===== config.mk =====
export PLATFORM = sky130hd
export DESIGN_NAME = overlay_outline_point_generator
export DESIGN_NICKNAME = d
export VERILOG_FILES = /design/src/rtl/oopg_pkg.sv /design/src/rtl/overlay_outline_point_generator.sv
export SDC_FILE = /design/constraint.sdc
export NUM_CORES = 2
export LEC_CHECK = 0
export BUFFER_PORTS_ARGS = -buffer_cell sky130_fd_sc_hd__buf_2
export CAP_MARGIN = 0
export CORE_ASPECT_RATIO = 0.75
export CORE_UTILIZATION = 41
export DETAILED_ROUTE_END_ITERATION = 8
export PLACE_DENSITY = 0.57
export SLEW_MARGIN = 40
export SYNTH_ARGS = -nofsm -noshare
export SYNTH_HDL_FRONTEND = slang
export SYNTH_SLANG_ARGS = --single-unit
export TNS_END_PERCENT = 20

===== constraint.sdc =====
create_clock -name clk_i -period 9.6 [get_ports clk_i]
set_input_delay 1.44 -clock clk_i [delete_from_list [all_inputs] [get_ports clk_i]]
set_output_delay 1.44 -clock clk_i [all_outputs]
set_load 0.05 [all_outputs]

===== src/rtl/oopg_pkg.sv =====
// Shared constants and types of the overlay outline point generator.
// No dependencies; used by the top level and its checker.
`timescale 1ns / 1ps

package oopg_pkg;

  localparam int unsigned SENSOR_WIDTH        = 188;
  localparam int unsigned SENSOR_HEIGHT       = 120;
  localparam int unsigned MAX_OUTLINES        = 5;
  localparam int unsigned POINT_COUNT_DEFAULT = 120;

  // cropped image window
  localparam int unsigned IMG_W    = (SENSOR_WIDTH / 8) * 8;
  localparam int unsigned IMG_H    = SENSOR_HEIGHT;
  localparam int unsigned IMG_XOFF = (SENSOR_WIDTH - IMG_W) / 2;

  localparam int unsigned COORD_W    = 8;
  localparam int unsigned SLOT_W     = 3;
  localparam int unsigned PAIR_W     = 6;
  localparam int unsigned OUT_X_W    = 8;
  localparam int unsigned OUT_Y_W    = 7;
  localparam int unsigned KIND_W     = 2;
  localparam int unsigned IN_DATA_W  = 64;
  localparam int unsigned OUT_DATA_W = 40;

  typedef enum logic [KIND_W-1:0] {
    KIND_FRAME = 2'd0,
    KIND_LINE  = 2'd1,
    KIND_QUAD  = 2'd2
  } kind_e;

  typedef logic [COORD_W-1:0] coord_t;

  typedef struct packed {
    logic [SLOT_W-1:0] slot;
    logic [PAIR_W-1:0] pair;
    logic              last;
    logic              odd_ok;
    logic              quad;
  } meta_t;

endpackage


===== src/rtl/overlay_outline_point_generator.sv =====
// Overlay outline point generator: line / quadrilateral items to clamped point pairs.
// Depends on oopg_pkg; checker oopg_checker is bound from its own file.
`timescale 1ns / 1ps

// Channel  Dir  Beat contents
// s_axis   in   tuser: kind; tdata: corner0_x .. corner3_y, 8 bits each
// m_axis   out  tdata: outline_index, pair_index, even/odd points; tlast: last_pair
//
// An accepted outline gives (POINT_COUNT+1)/2 beats, one per cycle unless the result beat stalls,
// set by the pair counter; the next item is taken in the cycle the last pair leaves the counter.
// Frame start, unused kind and items past the outline cap give no beats.
// After the accepting edge the first beat passes the product, estimate and result regs.
// Reset clears the outline count and empties the pipeline.
// A result beat waiting with m_axis_tready_i low freezes every stage and holds
// s_axis_tready_o low; with the result register empty the pipeline keeps moving.

module overlay_outline_point_generator #(
  parameter int unsigned POINT_COUNT = oopg_pkg::POINT_COUNT_DEFAULT
) (
  input  logic                              clk_i,
  input  logic                              rst_ni,
  input  logic                              s_axis_tvalid_i,
  output logic                              s_axis_tready_o,
  // corner0_x, corner0_y, corner1_x, corner1_y, corner2_x, corner2_y, corner3_x, corner3_y
  input  logic [oopg_pkg::IN_DATA_W-1:0]    s_axis_tdata_i,
  // kind
  input  logic [oopg_pkg::KIND_W-1:0]       s_axis_tuser_i,
  output logic                              m_axis_tvalid_o,
  input  logic                              m_axis_tready_i,
  // outline_index, pair_index, even_point_x, even_point_y, odd_point_x, odd_point_y, pad
  output logic [oopg_pkg::OUT_DATA_W-1:0]   m_axis_tdata_o,
  // last_pair
  output logic                              m_axis_tlast_o
);

  localparam int unsigned PAIRS    = (POINT_COUNT + 1) / 2;
  localparam int unsigned EDGE_LEN = POINT_COUNT / 4;
  localparam int unsigned LINE_DEN = POINT_COUNT - 1;
  localparam int unsigned QUAD_DEN = EDGE_LEN - 1;
  localparam int unsigned NUM_W    = $clog2(POINT_COUNT + 1);
  localparam int unsigned PROD_W   = oopg_pkg::COORD_W + NUM_W;
  localparam int unsigned SHIFT    = PROD_W;
  localparam int unsigned M_W      = SHIFT + 1;
  localparam int unsigned LINE_M   = (2 ** SHIFT) / LINE_DEN;
  localparam int unsigned QUAD_M   = (2 ** SHIFT) / QUAD_DEN;
  localparam int unsigned SP_W     = $clog2(EDGE_LEN);

  localparam logic [oopg_pkg::PAIR_W-1:0] PAIR_LAST = oopg_pkg::PAIR_W'(PAIRS - 1);

  typedef struct packed {
    oopg_pkg::coord_t  a;
    logic              neg;
    logic [PROD_W-1:0] n;
  } lane1_t;

  typedef struct packed {
    oopg_pkg::coord_t  a;
    logic              neg;
    logic [PROD_W-1:0] n;
    oopg_pkg::coord_t  q0;
  } lane2_t;

  function automatic logic [oopg_pkg::OUT_X_W-1:0] clamp_x(input oopg_pkg::coord_t v);
    logic [oopg_pkg::COORD_W:0] v9;
    v9 = {1'b0, v};
    if (v9 <= 9'(oopg_pkg::IMG_XOFF)) begin
      return '0;
    end else if (v9 >= 9'(oopg_pkg::IMG_XOFF + oopg_pkg::IMG_W)) begin
      return oopg_pkg::OUT_X_W'(oopg_pkg::IMG_W - 1);
    end else begin
      return oopg_pkg::OUT_X_W'(v9 - 9'(oopg_pkg::IMG_XOFF));
    end
  endfunction

  function automatic logic [oopg_pkg::OUT_Y_W-1:0] clamp_y(input oopg_pkg::coord_t v);
    if ({1'b0, v} >= 9'(oopg_pkg::IMG_H)) begin
      return oopg_pkg::OUT_Y_W'(oopg_pkg::IMG_H - 1);
    end else begin
      return oopg_pkg::OUT_Y_W'(v);
    end
  endfunction

  // ---------------- input side and pair generator ----------------
  oopg_pkg::kind_e               kind;
  logic                          en, accept, start_outline, gen_fire, gen_last;
  logic                          busy_q, busy_d;
  logic [oopg_pkg::SLOT_W-1:0]   count_q, count_d;
  logic [oopg_pkg::SLOT_W-1:0]   slot_q;
  logic                          quad_q;
  logic [3:0][oopg_pkg::COORD_W-1:0] cx_q, cy_q;
  logic [oopg_pkg::PAIR_W-1:0]   k_q, k_d;
  logic [1:0]                    seg_q, seg_d, seg_odd;
  logic [SP_W-1:0]               sp_q, sp_d, sp_odd;
  logic [SP_W:0]                 sp1, sp2;

  assign kind          = oopg_pkg::kind_e'(s_axis_tuser_i);
  assign en            = !m_axis_tvalid_o || m_axis_tready_i;
  assign gen_last      = (k_q == PAIR_LAST);
  assign gen_fire      = busy_q && en;
  assign s_axis_tready_o = en && (!busy_q || gen_last);
  assign accept        = s_axis_tvalid_i && s_axis_tready_o;
  assign start_outline = accept && ((kind == oopg_pkg::KIND_LINE) ||
                                    (kind == oopg_pkg::KIND_QUAD)) &&
                         (count_q < oopg_pkg::SLOT_W'(oopg_pkg::MAX_OUTLINES));

  // edge position of the odd point and of the next even point
  always_comb begin
    sp1 = (SP_W + 1)'(sp_q) + (SP_W + 1)'(1);
    sp2 = (SP_W + 1)'(sp_q) + (SP_W + 1)'(2);
    if (sp1 == (SP_W + 1)'(EDGE_LEN)) begin
      seg_odd = seg_q + 2'd1;
      sp_odd  = '0;
    end else begin
      seg_odd = seg_q;
      sp_odd  = SP_W'(sp1);
    end
  end

  always_comb begin
    busy_d = busy_q;
    k_d    = k_q;
    seg_d  = seg_q;
    sp_d   = sp_q;
    if (start_outline) begin
      busy_d = 1'b1;
      k_d    = '0;
      seg_d  = '0;
      sp_d   = '0;
    end else if (gen_fire) begin
      k_d = k_q + oopg_pkg::PAIR_W'(1);
      if (gen_last) begin
        busy_d = 1'b0;
      end
      if (sp2 >= (SP_W + 1)'(EDGE_LEN)) begin
        seg_d = seg_q + 2'd1;
        sp_d  = SP_W'(sp2 - (SP_W + 1)'(EDGE_LEN));
      end else begin
        sp_d  = SP_W'(sp2);
      end
    end
  end

  always_comb begin
    count_d = count_q;
    if (accept && (kind == oopg_pkg::KIND_FRAME)) begin
      count_d = '0;
    end else if (start_outline) begin
      count_d = count_q + oopg_pkg::SLOT_W'(1);
    end
  end

  always_ff @(posedge clk_i or negedge rst_ni) begin
    if (!rst_ni) begin
      busy_q  <= 1'b0;
      count_q <= '0;
      k_q     <= '0;
      seg_q   <= '0;
      sp_q    <= '0;
    end else begin
      busy_q  <= busy_d;
      count_q <= count_d;
      k_q     <= k_d;
      seg_q   <= seg_d;
      sp_q    <= sp_d;
    end
  end

  always_ff @(posedge clk_i) begin
    if (start_outline) begin
      slot_q <= count_q;
      quad_q <= (kind == oopg_pkg::KIND_QUAD);
      for (int v = 0; v < 4; v++) begin
        cx_q[v] <= s_axis_tdata_i[16*v +: 8];
        cy_q[v] <= s_axis_tdata_i[16*v + 8 +: 8];
      end
    end
  end

  // ---------------- lane setup: lanes are even x, even y, odd x, odd y ----------------
  logic [1:0]             seg_pt [2];
  logic [NUM_W-1:0]       numq_pt [2];
  logic [NUM_W-1:0]       numl_pt [2];
  logic [1:0]             seg_nx [2];
  oopg_pkg::coord_t       a_l [4];
  oopg_pkg::coord_t       b_l [4];
  logic [NUM_W-1:0]       num_l [4];
  logic [oopg_pkg::COORD_W:0] diff_l [4];
  oopg_pkg::coord_t       mag_l [4];
  oopg_pkg::meta_t        meta0;

  always_comb begin
    seg_pt[0]  = seg_q;
    seg_pt[1]  = seg_odd;
    numq_pt[0] = NUM_W'(sp_q);
    numq_pt[1] = NUM_W'(sp_odd);
    numl_pt[0] = NUM_W'({k_q, 1'b0});
    numl_pt[1] = NUM_W'({k_q, 1'b1});
    for (int pt = 0; pt < 2; pt++) begin
      seg_nx[pt] = seg_pt[pt] + 2'd1;
    end
    for (int i = 0; i < 4; i++) begin
      if (quad_q) begin
        a_l[i]   = (i[0]) ? cy_q[seg_pt[i >> 1]] : cx_q[seg_pt[i >> 1]];
        b_l[i]   = (i[0]) ? cy_q[seg_nx[i >> 1]] : cx_q[seg_nx[i >> 1]];
        num_l[i] = numq_pt[i >> 1];
      end else begin
        a_l[i]   = (i[0]) ? cy_q[0] : cx_q[0];
        b_l[i]   = (i[0]) ? cy_q[1] : cx_q[1];
        num_l[i] = numl_pt[i >> 1];
      end
      diff_l[i] = {1'b0, b_l[i]} - {1'b0, a_l[i]};
      mag_l[i]  = diff_l[i][oopg_pkg::COORD_W] ? oopg_pkg::COORD_W'(-diff_l[i])
                                               : diff_l[i][oopg_pkg::COORD_W-1:0];
    end
    meta0.slot   = slot_q;
    meta0.pair   = k_q;
    meta0.last   = gen_last;
    meta0.odd_ok = (8'({k_q, 1'b1}) < 8'(POINT_COUNT));
    meta0.quad   = quad_q;
  end

  // ---------------- stage 1: |delta| * step ----------------
  logic            v1_q;
  oopg_pkg::meta_t meta1_q;
  lane1_t          lane1_q [4];

  always_ff @(posedge clk_i or negedge rst_ni) begin
    if (!rst_ni) begin
      v1_q <= 1'b0;
    end else if (en) begin
      v1_q <= busy_q;
    end
  end

  always_ff @(posedge clk_i) begin
    if (en) begin
      meta1_q <= meta0;
      for (int i = 0; i < 4; i++) begin
        lane1_q[i].a   <= a_l[i];
        lane1_q[i].neg <= diff_l[i][oopg_pkg::COORD_W];
        lane1_q[i].n   <= PROD_W'(mag_l[i]) * PROD_W'(num_l[i]);
      end
    end
  end

  // ---------------- stage 2: quotient estimate by reciprocal ----------------
  logic            v2_q;
  oopg_pkg::meta_t meta2_q;
  lane2_t          lane2_q [4];
  logic [M_W-1:0]  recip;
  logic [PROD_W+M_W-1:0] est_l [4];

  always_comb begin
    recip = meta1_q.quad ? M_W'(QUAD_M) : M_W'(LINE_M);
    for (int i = 0; i < 4; i++) begin
      est_l[i] = (PROD_W + M_W)'(lane1_q[i].n) * (PROD_W + M_W)'(recip);
    end
  end

  always_ff @(posedge clk_i or negedge rst_ni) begin
    if (!rst_ni) begin
      v2_q <= 1'b0;
    end else if (en) begin
      v2_q <= v1_q;
    end
  end

  always_ff @(posedge clk_i) begin
    if (en) begin
      meta2_q <= meta1_q;
      for (int i = 0; i < 4; i++) begin
        lane2_q[i].a   <= lane1_q[i].a;
        lane2_q[i].neg <= lane1_q[i].neg;
        lane2_q[i].n   <= lane1_q[i].n;
        lane2_q[i].q0  <= oopg_pkg::COORD_W'(est_l[i] >> SHIFT);
      end
    end
  end

  // ---------------- stage 3: correct quotient, apply sign, crop and clamp ----------------
  logic [PROD_W-1:0]          den;
  logic [PROD_W-1:0]          rem_l [4];
  logic [oopg_pkg::COORD_W:0] quo_l [4];
  logic [oopg_pkg::COORD_W:0] val_l [4];
  logic [oopg_pkg::OUT_X_W-1:0] ex, ox;
  logic [oopg_pkg::OUT_Y_W-1:0] ey, oy;
  logic [oopg_pkg::OUT_DATA_W-1:0] out_data_d, out_data_q;
  logic                       out_valid_q, out_last_q;

  always_comb begin
    den = meta2_q.quad ? PROD_W'(QUAD_DEN) : PROD_W'(LINE_DEN);
    for (int i = 0; i < 4; i++) begin
      // estimate is low by at most one
      rem_l[i] = lane2_q[i].n - PROD_W'(lane2_q[i].q0) * den;
      quo_l[i] = {1'b0, lane2_q[i].q0} +
                 (oopg_pkg::COORD_W + 1)'(rem_l[i] >= den);
      val_l[i] = lane2_q[i].neg ? ({1'b0, lane2_q[i].a} - quo_l[i])
                                : ({1'b0, lane2_q[i].a} + quo_l[i]);
    end
    ex = clamp_x(val_l[0][oopg_pkg::COORD_W-1:0]);
    ey = clamp_y(val_l[1][oopg_pkg::COORD_W-1:0]);
    if (meta2_q.odd_ok) begin
      ox = clamp_x(val_l[2][oopg_pkg::COORD_W-1:0]);
      oy = clamp_y(val_l[3][oopg_pkg::COORD_W-1:0]);
    end else begin
      ox = '0;
      oy = '0;
    end
    out_data_d = {1'b0, oy, ox, ey, ex, meta2_q.pair, meta2_q.slot};
  end

  always_ff @(posedge clk_i or negedge rst_ni) begin
    if (!rst_ni) begin
      out_valid_q <= 1'b0;
    end else if (en) begin
      out_valid_q <= v2_q;
    end
  end

  always_ff @(posedge clk_i) begin
    if (en) begin
      out_data_q <= out_data_d;
      out_last_q <= meta2_q.last;
    end
  end

  assign m_axis_tvalid_o = out_valid_q;
  assign m_axis_tdata_o  = out_data_q;
  assign m_axis_tlast_o  = out_last_q;

endmodule


==> Word-level counts from Yosys, hierarchy flattened <==
Memory sizes are Yosys's and may differ from the RTL's.
Index checks and enable logic that the tools add are counted.
{ "classes": {"addsub": 33, "multipliers": 12, "div": 0, "n_lt_le_gt_ge": 17, "eq_ne": 4, "n_shift": 0, "n_mux": 56, "bitwise": 1, "reduce_logical": 22} }
{ "op_table": {"columns": ["operator", "n"], "rows": [
  ["$mux 8", 26],
  ["$bmux 8 s2", 8],
  ["$mul 8x7->15", 8],
  ["$mul 15x11->23", 4],
  ["$ge 15x7->1", 4],
  ["$sub 15x15->15", 4],
  ["$sub 8x8->9", 4],
  ["$add 8x1->8", 4],
  ["$add 8x8->8", 4],
  ["$neg 8->8", 4],
  ["$sub 8x8->8", 4],
  ["$mux 7", 4],
  ["$mux 5", 4],
  ["$ge 8x7->1 const B", 2],
  ["$ge 8x8->1 const B", 2],
  ["$le 8x2->1 const B", 2],
  ["$sub 8x2->8 const B", 2],
  ["$lt 2x3->1 const B", 4],
  ["$mux 6", 2],
  ["$mux 11", 1],
  ["$mux 2", 4],
  ["$reduce_bool 2->1", 4],
  ["$lt 7x7->1 const B", 1],
  ["$add 5x1->6 const B", 1],
  ["other kinds (21)", 38]
]} }
{ "totals": {"reg_bits": 152, "latchBits": 0, "ramBits": 224, "rom_bits": 0, "input_bits": 70, "output_inout_bits": 43, "wordCells": 184, "mem_count": 2} }
{ "mem_list": {"columns": ["memory", "depth", "width", "rd", "rd_clocked_by_memory_dff", "wr", "line_no", "text"], "rows": [
  ["lane2_q", 4, 32, 4, 0, 4, "overlay_outline_point_generator.sv:249", "lane2_t lane2_q [4];"],
  ["lane1_q", 4, 24, 4, 0, 4, "overlay_outline_point_generator.sv:225", "lane1_t lane1_q [4];"]
]} }

==> Logic depth before layout (Yosys ltp) <==
{ "depth": {"ltp_word": 11, "mapped_depth": 40, "mapped_depth_nobuf": 37} }

==> Worst setup path after synthesis <==
Ideal clock, no wire load.
{ "synth_path": {"kind": "input -> register", "from": "input m_axis_tready_i", "to": "register seg_q[1]", "setup_ps": 236, "t_arrival_ps": 8775, "required_time_ps": 9364, "slack_ps": 590, "stages": 7, "n_path_buf": 0, "path_cell_list": "nor2b_1 inv_1 nand2_1 nor2_1 nand2_1 xor2_1 nor2_1"} }
{ "synth_via": {"elab_chain_len": 7, "word_cells_on_any_way": 10, "cone_classes": "1 x mux; 9 x reduce/logical"} }
{ "synth_lines": {"columns": ["item", "line_no", "text"], "rows": [
  ["start, declared", "overlay_outline_point_generator.sv:29", "input logic m_axis_tready_i,"],
  ["$logic_or 1x1->1 *", "overlay_outline_point_generator.sv:97", "assign en = !m_axis_tvalid_o || m_axis_tready_i;"],
  ["named net en", "overlay_outline_point_generator.sv:85", "logic en, accept, start_outline, gen_fire, gen_last;"],
  ["$logic_and 1x1->1", "overlay_outline_point_generator.sv:100", "assign s_axis_tready_o = en && (!busy_q || gen_last);"],
  ["$logic_and 1x1->1", "overlay_outline_point_generator.sv:101", "assign accept = s_axis_tvalid_i && s_axis_tready_o;"],
  ["$logic_and 1x1->1", "overlay_outline_point_generator.sv:102", "assign start_outline = accept && ((kind == oopg_pkg::KIND_LINE) ||"],
  ["$logic_and 1x1->1", "overlay_outline_point_generator.sv:103", "(kind == oopg_pkg::KIND_QUAD)) &&"],
  ["$reduce_bool 2->1 (no line)", null, null],
  ["$reduce_and 2->1 (no line)", null, null],
  ["end signal, assigned", "overlay_outline_point_generator.sv:163", "seg_q <= seg_d;"],
  ["end, declared", "overlay_outline_point_generator.sv:92", "logic [1:0] seg_q, seg_d, seg_odd;"]
]} }
The timed path passes the listed nets; every way through them passes the cells marked *.
A chain may end at the register's enable or synchronous reset.

==> Worst setup path after layout <==
{ "layout_path": {"from": "register meta2_q[0] (netlist name)", "to": "register out_data_q (netlist bit m_axis_tdata_o[13]) (data pin)"} }
{ "layout_via": {"elab_chain_len": 9, "word_cells_on_any_way": 12, "cone_classes": "5 x add/sub; 1 x mul; 3 x order compare; 3 x mux"} }
{ "layout_lines": {"columns": ["item", "line_no", "text"], "rows": [
  ["start, declared", "overlay_outline_point_generator.sv:248", "oopg_pkg::meta_t meta2_q;"],
  ["start signal, assigned", "overlay_outline_point_generator.sv:270", "meta2_q <= meta1_q;"],
  ["$mux 7 *", "overlay_outline_point_generator.sv:291", "den = meta2_q.quad ? PROD_W'(QUAD_DEN) : PROD_W'(LINE_DEN);"],
  ["$mul 8x7->15", "overlay_outline_point_generator.sv:294", "rem_l[i] = lane2_q[i].n - PROD_W'(lane2_q[i].q0) * den;"],
  ["$sub 15x15->15", "overlay_outline_point_generator.sv:294", null],
  ["$ge 15x7->1 *", "overlay_outline_point_generator.sv:296", "(oopg_pkg::COORD_W + 1)'(rem_l[i] >= den);"],
  ["$add 8x1->8 *", "overlay_outline_point_generator.sv:295", "quo_l[i] = {1'b0, lane2_q[i].q0} +"],
  ["$add 8x8->8 / $sub 8x8->8 (equally long branches)", "overlay_outline_point_generator.sv:298, overlay_outline_point_generator.sv:297", null],
  ["$mux 8 *", "overlay_outline_point_generator.sv:297", "val_l[i] = lane2_q[i].neg ? ({1'b0, lane2_q[i].a} - quo_l[i])"],
  ["$sub 8x2->8 / $ge 8x8->1 (equally long branches)", "overlay_outline_point_generator.sv:71, overlay_outline_point_generator.sv:68", null],
  ["$mux 8", "overlay_outline_point_generator.sv:68", "end else if (v9 >= 9'(oopg_pkg::IMG_XOFF + oopg_pkg::IMG_W)) begin"],
  ["end signal, assigned", "overlay_outline_point_generator.sv:322", "out_data_q <= out_data_d;"],
  ["end, declared", "overlay_outline_point_generator.sv:287", "logic [oopg_pkg::OUT_DATA_W-1:0] out_data_d, out_data_q;"]
]} }
Mark *: on every way between the ends. The rest lies on a longest branch, timed or not.

==> qor.yml <==
run_status: "complete, no violations"
met3_usage_pct: 1.92
avgSynthCellArea_sq_um: 10.0
crit_path_max_incr_delay_ns: 0.55
num_io_pins: 113
fin_util_pct: 45.3
required_ns: 10.04
cts_resized: 0
h-tree-depth: 2
setup_tns_ns: 0
ys.warnings.count: 0
cts_tree: "done"
arrival_ns: 9.30
die_w_microns: 388
portBuffers: 111
detail_route.first_pass.iterations: 6
cts_made_buffers: 42
drive_above_1_share_pct: 6.08
setup_viol: 0
clock_skew_ns: 0.0535
crit_slowest_cell: "inv_1"
cts.path.max_buffers: 3
critical_path_class: "reg -> reg"
fin_cells: 6244
synth_edf_count: 356
finalHoldViolations: 0
grt_pass1_vias: 31300
clock_sinks: 375
yosysUniqueCellTypes: 75
drt_iter0_drc: 1776
wirelength_microns: 102000
synth_flop_cell: "edfxtp_1"
grt_antenna_before_repair: 1
start_kind: "register"
gr-usage-met1_pct: 28.2
grt_max_degree: 84
drtAntennaViolNets: 0
dp_cells: 6167
synth_area_sq_um: 45800
drc: 0
post-route-period-util_pct: 92.3
start_util_pct: 41.6
drt-wirelength-per-cell_microns: 16.3
cts-root-buf: "clkbuf_16"
fill_cells: 10500
grt_pass1_wl_microns: 168000
ys_ff_latch: 375
routed-via-count: 30400
gp_congestion: 0.895
period_minus_slack_ns: 8.86
use_met2_pct: 28.7
dieArea_sq_um: 113000
grt_util_all_layers_pct: 18.6
row_count: 105
worstHoldPathType: "reg -> reg"
slew_headroom_pct: 41.1
synth_top_cell_area_share_pct: 24.6
nets: 6004
grt-ovfl-total: 0
synthArstFlopShare_pct: 5.07
yosys.area.top_type: "fa_1"
ys_seq_area_share_pct: 24.4
clkTransAtPathRegs_ns: 0.06
vias_per_cell: 4.86
slew_violations: 0
area_growth_pct: 8.90
grt_busiest_layer: "met2"
worstSkewPairLatency_ns: 0.60
die_h_microns: 291
post_cts_buffers: 0
critPathMaxFanout: 13
maxCapViolCount: 0
multiInputGateArea_sq_um: 30900
seq_area_sq_um: 11200
timing.fmax_mhz: 113
core_area_sq_um: 110000
netlist_top_cells_area: "fa_1 25%, edfxtp_1 23%, ha_1 17%, inv_1 8.4%, xnor2_1 3.7%"
postSynthCellCount: 4561
rsz0062_at_grt: "false"
worstMarginPinSlew_ns: 0.877
hold_buffers: 0
end_kind: "register"
hpwl_microns: 85500
-- worst max-delay path, delay by kind of cell, from the launching register on --
kind | cells | cell delay (ns)
DFF | 1 | 0.42
muxes | 1 | 0.22
and+or+nand+nor | 7 | 1.76
AOI/OAI and AO/OA | 10 | 1.77
buffers and inverters | 6 | 0.80
adders and majority gates | 10 | 3.75
-- cells by family after synthesis --
family	Yosys count	share of synthesized area (%)
AO/OA/AOI/OAI	550	8.01
XOR/XNOR	274	5.29
adder cells (fa/ha/maj)	1168	41.1
buffers and inverters	1113	9.17
flip-flops	375	24.4
multiplexers	58	1.33
other	2	0.0164
AND/OR/NAND/NOR	1021	10.6
-- registers in the layout, summed over array words and instances (netlist names), 3 cells and up --
register and cells:
cy_q 32, meta1_q 12, count_q 3, lane1_q 96, m_axis_tdata_o 39, cx_q 32, sp_q 4, lane2_q 128
meta2_q 12, k_q 6, slot_q 3
-- cell type report --
type / count / share of cell area, %
tap: 1444 / 3.62
inverter: 1026 / 7.74
multi-input combinational: 3185 / 62.0
antenna: 1 / 0.00502
sequential: 375 / 22.4
clock inverter: 26 / 0.472
timing repair buffer: 137 / 1.58
clock buffer: 50 / 2.17
-- Yosys cell counts (4+ instances only) --
cell type	instances
nor2b_1	84
xor2_1	78
a22oi_1	4
nand3_1	58
a31oi_1	26
a41oi_1	10
o221ai_1	15
mux2i_1	34
o21bai_1	13
inv_1	1025
edfxtp_1	356
o31a_1	7
o21a_1	31
o221a_2	19
or3_1	21
nand2b_1	57
dfrtp_1	19
nand4_1	16
clkbuf_1	66
buf_2	6
mux2_2	22
xnor2_1	193
nor3_1	46
and3_1	23
ha_1	605
buf_1	10
o211ai_1	20
o31ai_1	10
nor4_1	7
or2_2	34
o22ai_1	32
nor3b_1	7
o21ai_0	75
a21o_1	51
a21boi_0	14
or4_1	4
o2111ai_1	6
nor2_1	241
fa_1	562
nand2_1	328
nand3b_1	4
o22a_1	15
a211oi_1	10
and2_1	84
a21oi_1	163
-- final timing paths --
kind                           startpoint                  to  slack, ns  cells after the start
max reg2reg                    meta2_q[0]  m_axis_tdata_o[13]       0.74                     34
min                        lane1_q[2][20]      lane2_q[1][28]       0.41                      0
min in group asynchronous          rst_ni          count_q[1]       0.79                      1
min reg2reg                lane1_q[2][20]      lane2_q[1][28]       0.41                      0
max in group asynchronous          rst_ni            seg_q[1]       8.47                      1
max                            meta2_q[0]  m_axis_tdata_o[13]       0.74                     34
-- layout by cell type, fill, tap and decap left out, types with 18 or more instances in the layout --
cell type / count
inv_1: 1024
ha_1: 605
fa_1: 562
edfxtp_1: 356
nand2_1: 327
nor2_1: 240
xnor2_1: 190
a21oi_1: 163
conb_1: 114
buf_2: 111
and2_1: 84
nor2b_1: 82
xor2_1: 78
o21ai_0: 75
nand3_1: 58
nand2b_1: 57
a21o_1: 51
nor3_1: 46
clkbuf_16: 42
or2_2: 34
o22ai_1: 32
o21a_1: 31
mux2i_1: 30
a31oi_1: 26
and3_1: 23
mux2_2: 22
or3_1: 21
o211ai_1: 20
buf_4: 20
o221a_2: 19
dfrtp_1: 18
-- per-layer routing --
layer	up-vias	share of wire, %	wire length [microns]
met3	83	3.8	3830
met2	446	43	44300
met1	14800	51	52400
li1	15100	-	-
met4	0	1.4	1410
met5	-	0	0
-- through the flow --
stage	hold WS [ns]	area [sq um]	setup slack, ns
4_1_cts	0.416	49800	0.629
5_1_grt	0.423	49800	0.107
6_report	0.409	49800	0.736
2_1_floorplan	0.400	46200	0.590
3_3_place_gp	0.401	48400	0.764
3_5_place_dp	0.405	48500	0.640
Power is left out: the tool's default activity adds up to more than one toggle a clock period on the data nets, which glitch-free logic cannot reach.
